[src/design/sacl_pkg.sv]
package sacl_pkg;

  // Field and register widths
  localparam int ADDR_W  = 64;
  localparam int TAG_W   = 64;
  localparam int AGE_W   = 32;
  localparam int CNT_W   = 32;
  localparam int STAMP_W = 64;
  localparam int OP_W    = 2;
  localparam int OC_W    = 2;
  localparam int SB_W    = 3;
  localparam int WR_W    = 4;
  localparam int BB_W    = 6;
  localparam int CFG_AW  = 2;
  localparam int CFG_DW  = 6;

  // Register indexes
  localparam logic [CFG_AW-1:0] REG_SET_BITS   = 2'd0;
  localparam logic [CFG_AW-1:0] REG_WAYS       = 2'd1;
  localparam logic [CFG_AW-1:0] REG_BLOCK_BITS = 2'd2;

  // Record kinds
  localparam logic [OP_W-1:0] OP_LOAD   = 2'd0;
  localparam logic [OP_W-1:0] OP_STORE  = 2'd1;
  localparam logic [OP_W-1:0] OP_MODIFY = 2'd2;

  typedef enum logic [OC_W-1:0] {
    OUT_HIT   = 2'd0,
    OUT_FILL  = 2'd1,
    OUT_EVICT = 2'd2
  } outcome_t;

  typedef enum logic [2:0] {
    ST_CLEAR,
    ST_IDLE,
    ST_STAMP,
    ST_DELTA,
    ST_SCAN,
    ST_FINISH,
    ST_EMIT
  } state_t;

  // One cache line as stored
  typedef struct packed {
    logic             valid;
    logic [TAG_W-1:0] tag;
    logic [AGE_W-1:0] age;
  } line_t;

  // Sequencer to way unit
  typedef struct packed {
    logic clr;
    logic en;
    logic lookup;
  } scan_ctrl_t;

  // Way unit to sequencer
  typedef struct packed {
    logic hit;
    logic inv;
  } scan_stat_t;

endpackage

[src/design/sacl_scan_unit.sv]
module sacl_scan_unit #(
  parameter int WAY_W = 3
) (
  input  logic                      clk,
  input  sacl_pkg::scan_ctrl_t      ctrl,
  input  logic [WAY_W-1:0]          way,
  input  logic [sacl_pkg::TAG_W-1:0] tag,
  input  logic [sacl_pkg::AGE_W-1:0] delta,
  input  sacl_pkg::line_t           rd_line,
  output sacl_pkg::line_t           wr_line,
  output sacl_pkg::scan_stat_t      stat,
  output logic [WAY_W-1:0]          inv_way,
  output logic [WAY_W-1:0]          victim_way
);
  import sacl_pkg::*;

  logic [AGE_W:0]   sum;
  logic [AGE_W-1:0] caught_age;
  logic             match;

  logic             hit_r, hit_nxt;
  logic             inv_r, inv_nxt;
  logic [WAY_W-1:0] inv_way_r, inv_way_nxt;
  logic [WAY_W-1:0] victim_r, victim_nxt;
  logic [AGE_W-1:0] oldest_r, oldest_nxt;

  // Bring the line's age up to date, saturating; invalid lines do not age
  always_comb begin
    sum = {1'b0, rd_line.age} + {1'b0, delta};
    if (!rd_line.valid) begin
      caught_age = rd_line.age;
    end else if (sum[AGE_W]) begin
      caught_age = '1;
    end else begin
      caught_age = sum[AGE_W-1:0];
    end
    match = ctrl.lookup && rd_line.valid && (rd_line.tag == tag) && !hit_r;
  end

  // Write-back line: first matching way gets its age cleared
  always_comb begin
    wr_line       = rd_line;
    wr_line.age   = match ? '0 : caught_age;
  end

  // Track first hit, first invalid way and first strictly oldest way
  always_comb begin
    hit_nxt     = hit_r;
    inv_nxt     = inv_r;
    inv_way_nxt = inv_way_r;
    victim_nxt  = victim_r;
    oldest_nxt  = oldest_r;
    if (ctrl.clr) begin
      hit_nxt    = 1'b0;
      inv_nxt    = 1'b0;
      victim_nxt = '0;
      oldest_nxt = '0;
    end else if (ctrl.en) begin
      if (match) begin
        hit_nxt = 1'b1;
      end
      if (!rd_line.valid && !inv_r) begin
        inv_nxt     = 1'b1;
        inv_way_nxt = way;
      end
      if (caught_age > oldest_r) begin
        oldest_nxt = caught_age;
        victim_nxt = way;
      end
    end
  end

  always_ff @(posedge clk) begin
    hit_r     <= hit_nxt;
    inv_r     <= inv_nxt;
    inv_way_r <= inv_way_nxt;
    victim_r  <= victim_nxt;
    oldest_r  <= oldest_nxt;
  end

  assign stat.hit   = hit_r;
  assign stat.inv   = inv_r;
  assign inv_way    = inv_way_r;
  assign victim_way = victim_r;

endmodule

[config.mk]
export PLATFORM = sky130hd
export DESIGN_NAME = sacl_scan_unit
export DESIGN_NICKNAME = d
export VERILOG_FILES = /design/src/design/sacl_pkg.sv /design/src/design/sacl_scan_unit.sv
export SDC_FILE = /design/constraint.sdc
export NUM_CORES = 1
export LEC_CHECK = 0
export ABC_AREA = 1
export BUFFER_PORTS_ARGS = -buffer_cell sky130_fd_sc_hd__buf_4
export CORE_UTILIZATION = 30
export CTS_CLUSTER_DIAMETER = 150
export DETAILED_ROUTE_END_ITERATION = 10
export PLACE_DENSITY = 0.51
export SETUP_SLACK_MARGIN = 0.5
export SLEW_MARGIN = 40
export SYNTH_ARGS = -nofsm -noshare
export SYNTH_HDL_FRONTEND = slang
export SYNTH_SLANG_ARGS = --single-unit
[constraint.sdc]
create_clock -name clk -period 6.57 [get_ports clk]
set_clock_uncertainty 0.2 [all_clocks]
set_input_delay 1.6425 -clock clk [delete_from_list [all_inputs] [get_ports clk]]
set_output_delay 1.6425 -clock clk [all_outputs]
set_load 0.005 [all_outputs]
==> results.md <==
### Synth
• **cell area after technology mapping** 7490 um^2
• **top-area cell type share of the netlist area** 18.8%
• **number of nets produced by synthesis** 1,584
• **EDFF count, synth** 3
• **most area-hungry cell type in the Yosys netlist** sky130_fd_sc_hd__nand2_1
• **top area cells in the synthesized netlist** sky130_fd_sc_hd__nand2_1 19%, sky130_fd_sc_hd__inv_1 12%, sky130_fd_sc_hd__ha_1 11%
• **per-instance average area after synthesis** 5.68 um^2
• **number of different library cells in the post-synthesis netlist** 36
• **sequential fraction of the synthesis area** 11.1%
• **gate count of the mapped netlist** 1,319
• **Syn. warnings** 0
• **most frequent cells after synthesis** 376 x sky130_fd_sc_hd__nand2_1, 245 x sky130_fd_sc_hd__inv_1, 168 x sky130_fd_sc_hd__nor2_1
• **dominant cell by count in the synthesized netlist** sky130_fd_sc_hd__nand2_1
• **top flip-flop cell by instance count after synthesis** sky130_fd_sc_hd__dfxtp_1
• **simple-gate share of the synthesized area** 41.4%
• **compound-cell area share of the yosys netlist** 9.37%
• **multiplexer share of the synthesized area** 0%
• **xor-xnor portion of the synthesized cell area** 6.43%
• **ys async rst share** 0%
• **adder-cell area share of the yosys netlist** 11.0%
• **post-synthesis register bit count** 40
• **largest family of logic cells by synthesized area** simple AND/OR/NAND/NOR gates

### Floorplan
• **number of placement rows** 57
• **area of the die** 25,600 um^2
• **top-level I/O count** 305
• **x dimension of the die** 160 um
• **initial core utilization** 30.7%
• **height of the chip** 160 um
• **core box area** 24,400 um^2

### Job
• **Maximum Capacitance Violations** 0

### STA
• **setup repair after global routing missed its margin** no
• **final sum of negative setup slack** 0 ns
• **Max Transition Viols Final** 0
• **final number of hold-violating endpoints** 0
• **hold slack final** 0.286 ns
• **maximum frequency from static timing analysis** 173 MHz
• **final worst-path setup slack** 0.806 ns
• **share of the clock period used by the worst path** 87.7%
• **worst relative slew slack** 62.6%
• **count of final setup violators** 0
• **final period demand of the worst path** 5.76 ns
• **actual transition at the worst max-transition pin** 0.555 ns

### Route
• **post-detailed-route wirelength per cell** 15.2 um
• **count of antenna-violating nets left after detailed routing** 0
• **number of iterations in the first detailed-routing pass** 5
• **count of unresolved DRC violations after routing** 0
• **ratio of routed vias to standard cells** 4.48
• **routed via count** 8,413
• **initial drt markers** 504
• **Total Routed Length** 28,600 um

### CTS
• **clock sinks** 40
• **register clock-pin slew on the reported worst setup and hold paths** 0.06 ns
• **total CTS buffers** 5
• **TritonCTS clock tree** built
• **later-pin clock latency in the skew report** 0.30 ns
• **clock root cell** sky130_fd_sc_hd__clkbuf_16
• **maximum clock insertion buffer count** 2
• **cts-stage hold buffer count** 0
• **post-CTS setup buffers** 0
• **number of cells upsized or downsized after cts** 0
• **maximum level of the CTS H-tree** 2

### Pwr
• **cell internal power dissipation** 0.835 mW
• **Switching Power** 0.636 mW
• **net switching share of the total power** 43.3%
• **post-layout total power** 1.47 mW
• **reported leakage power** 5.51 nW
• **maximum ir drop on the vdd rail** 0.147 mV
• **fraction of power consumed by the clock network** 20.6%
• **sequential power share** 20.0%
• **combinational share of power** 59.4%
• **power density over the cells** 150 nW/um^2

### Global route
• **number of antenna violations at the first check in global routing** 1
• **GRT Overall Usage** 22.0%
• **largest net degree at the start of global routing** 39
• **global-route wire length before repair** 43,700 um
• **via count of the first global-routing pass** 8,167
• **overall overflow remaining after global route** 0

### Setup path
• **kind of end point of the critical path** primary output
• **CP arrival** 3.92 ns
• **WS Path Type** in -> out
• **required time at the worst-slack endpoint** 4.73 ns
• **nature of the critical path startpoint** input port
• **top fanout value on the critical path** 12

### Finish
• **count of non-filler cells in the finished layout** 1,878
• **post-synthesis to final-layout area growth** 30.7%
• **final net count** 1,817
• **fraction of layout instances using a drive strength above 1** 27.6%

### Outcome
• **outcome** completed

### Place
• **Place WS** 0.801 ns
• **cell total after placement** 1,869
• **placer's final routability congestion estimate** 0.942
• **Detail Placement HPWL** 25,400 um
• **port bufs** 304

### Worst hold path
• **worst hold-check path type** reg -> reg

## routing by layer
metal | up-vias | GRT usage (%) | wire length [um]
met2 | 274 | 39.0 | 13600
met5 | - | 0 | 0
met1 | 3658 | 27.1 | 12500
met4 | 0 | 7.01 | 872
met3 | 47 | 3.32 | 1570
li1 | 4434 | - | -
## path summary, 6_finish.rpt
| kind | startpoint | to | slack, ns | depth (start not counted) |
|---|---|---|---|---|
| worst min-delay path | oldest_r[5] | oldest_r[5] | 0.29 | 2 |
| worst min register to register | oldest_r[5] | oldest_r[5] | 0.29 | 2 |
| worst max register to register | oldest_r[27] | oldest_r[2] | 4.13 | 13 |
| worst max-delay path | rd_line[0] | wr_line[4] | 0.81 | 17 |
## state kept, by name (all words and copies together), names as in the netlist
| signal | count |
|---|---|
| hit_r | 1 |
| victim_way | 3 |
| oldest_r | 32 |
| inv_way | 3 |
| inv_r | 1 |
## layout make-up
type                       instances  area [um^2]
antenna                            1         2.50
timing repair buffer             312         2350
fill                            2728        14600
multi-input combinational        947         5100
inverter                         246          923
tap                              324          405
sequential                        40          831
clock buffer                       5          125
clock inverter                     3         46.3
## worst max-delay path: stages
cell and delay (ns):
sky130_fd_sc_hd__buf_4 0.13, sky130_fd_sc_hd__ha_1 0.21, sky130_fd_sc_hd__fa_1 0.43, sky130_fd_sc_hd__nand2_1 0.10
sky130_fd_sc_hd__nand2_1 0.07, sky130_fd_sc_hd__nand3_1 0.10, sky130_fd_sc_hd__nand2_2 0.09, sky130_fd_sc_hd__nand2_1 0.08
sky130_fd_sc_hd__nand2_2 0.08, sky130_fd_sc_hd__nand2_2 0.07, sky130_fd_sc_hd__nand2_2 0.06, sky130_fd_sc_hd__nor2_4 0.08
sky130_fd_sc_hd__buf_4 0.22, sky130_fd_sc_hd__nand2_1 0.07, sky130_fd_sc_hd__o21ai_0 0.21, sky130_fd_sc_hd__nor2_1 0.11
sky130_fd_sc_hd__buf_4 0.15
## per-stage QoR
| stage | area (um^2) | utilization (%) |
|---|---|---|
| after floorplan | 7490 | - |
| after global placement | 9620 | 39.4 |
| after detailed placement | 9620 | 39.4 |
| after CTS | 9790 | 40.1 |
| after global routing | 9790 | 40.1 |
| final | 9790 | 40.1 |
## power by group through the flow
| stage | Sequential [mW] | Combinational, mW | Clock [mW] |
|---|---|---|---|
| 3_5_place_dp | 0.300 | 0.879 | 0 |
| 3_3_place_gp | 0.300 | 0.876 | 0 |
| 4_1_cts | 0.295 | 0.883 | 0.310 |
| 5_1_grt | 0.299 | 0.986 | 0.321 |
| 2_1_floorplan | 0.298 | 0.556 | 0 |
| 6_report | 0.294 | 0.874 | 0.302 |
## placed cells by master, fill, tap and decap left out, types with 18 or more instances in the layout
cell	Yosys	routed
sky130_fd_sc_hd__a21oi_2	25	25
sky130_fd_sc_hd__buf_4	69	311
sky130_fd_sc_hd__nand4_1	18	18
sky130_fd_sc_hd__dfxtp_1	37	37
sky130_fd_sc_hd__nand2_1	376	376
sky130_fd_sc_hd__nor3_1	29	29
sky130_fd_sc_hd__nor2_1	168	168
sky130_fd_sc_hd__xor2_1	37	37
sky130_fd_sc_hd__a21oi_1	41	41
sky130_fd_sc_hd__nand3_1	37	37
sky130_fd_sc_hd__xnor2_1	18	18
sky130_fd_sc_hd__inv_1	245	245
sky130_fd_sc_hd__o21ai_0	20	20
sky130_fd_sc_hd__nand2_2	33	33
sky130_fd_sc_hd__ha_1	64	64
sky130_fd_sc_hd__or2_2	27	27
## logic make-up (layout without fill, tap and decap cells)
logic type,Yosys count,after routing
AO/OA/AOI/OAI,110,110
XOR/XNOR,55,55
adder cells (fa/ha/maj),65,65
buffers and inverters,332,566
flip-flops,40,40
other,0,1
AND/OR/NAND/NOR,717,717
No activity file was read; power rests on OpenSTA's default activity.
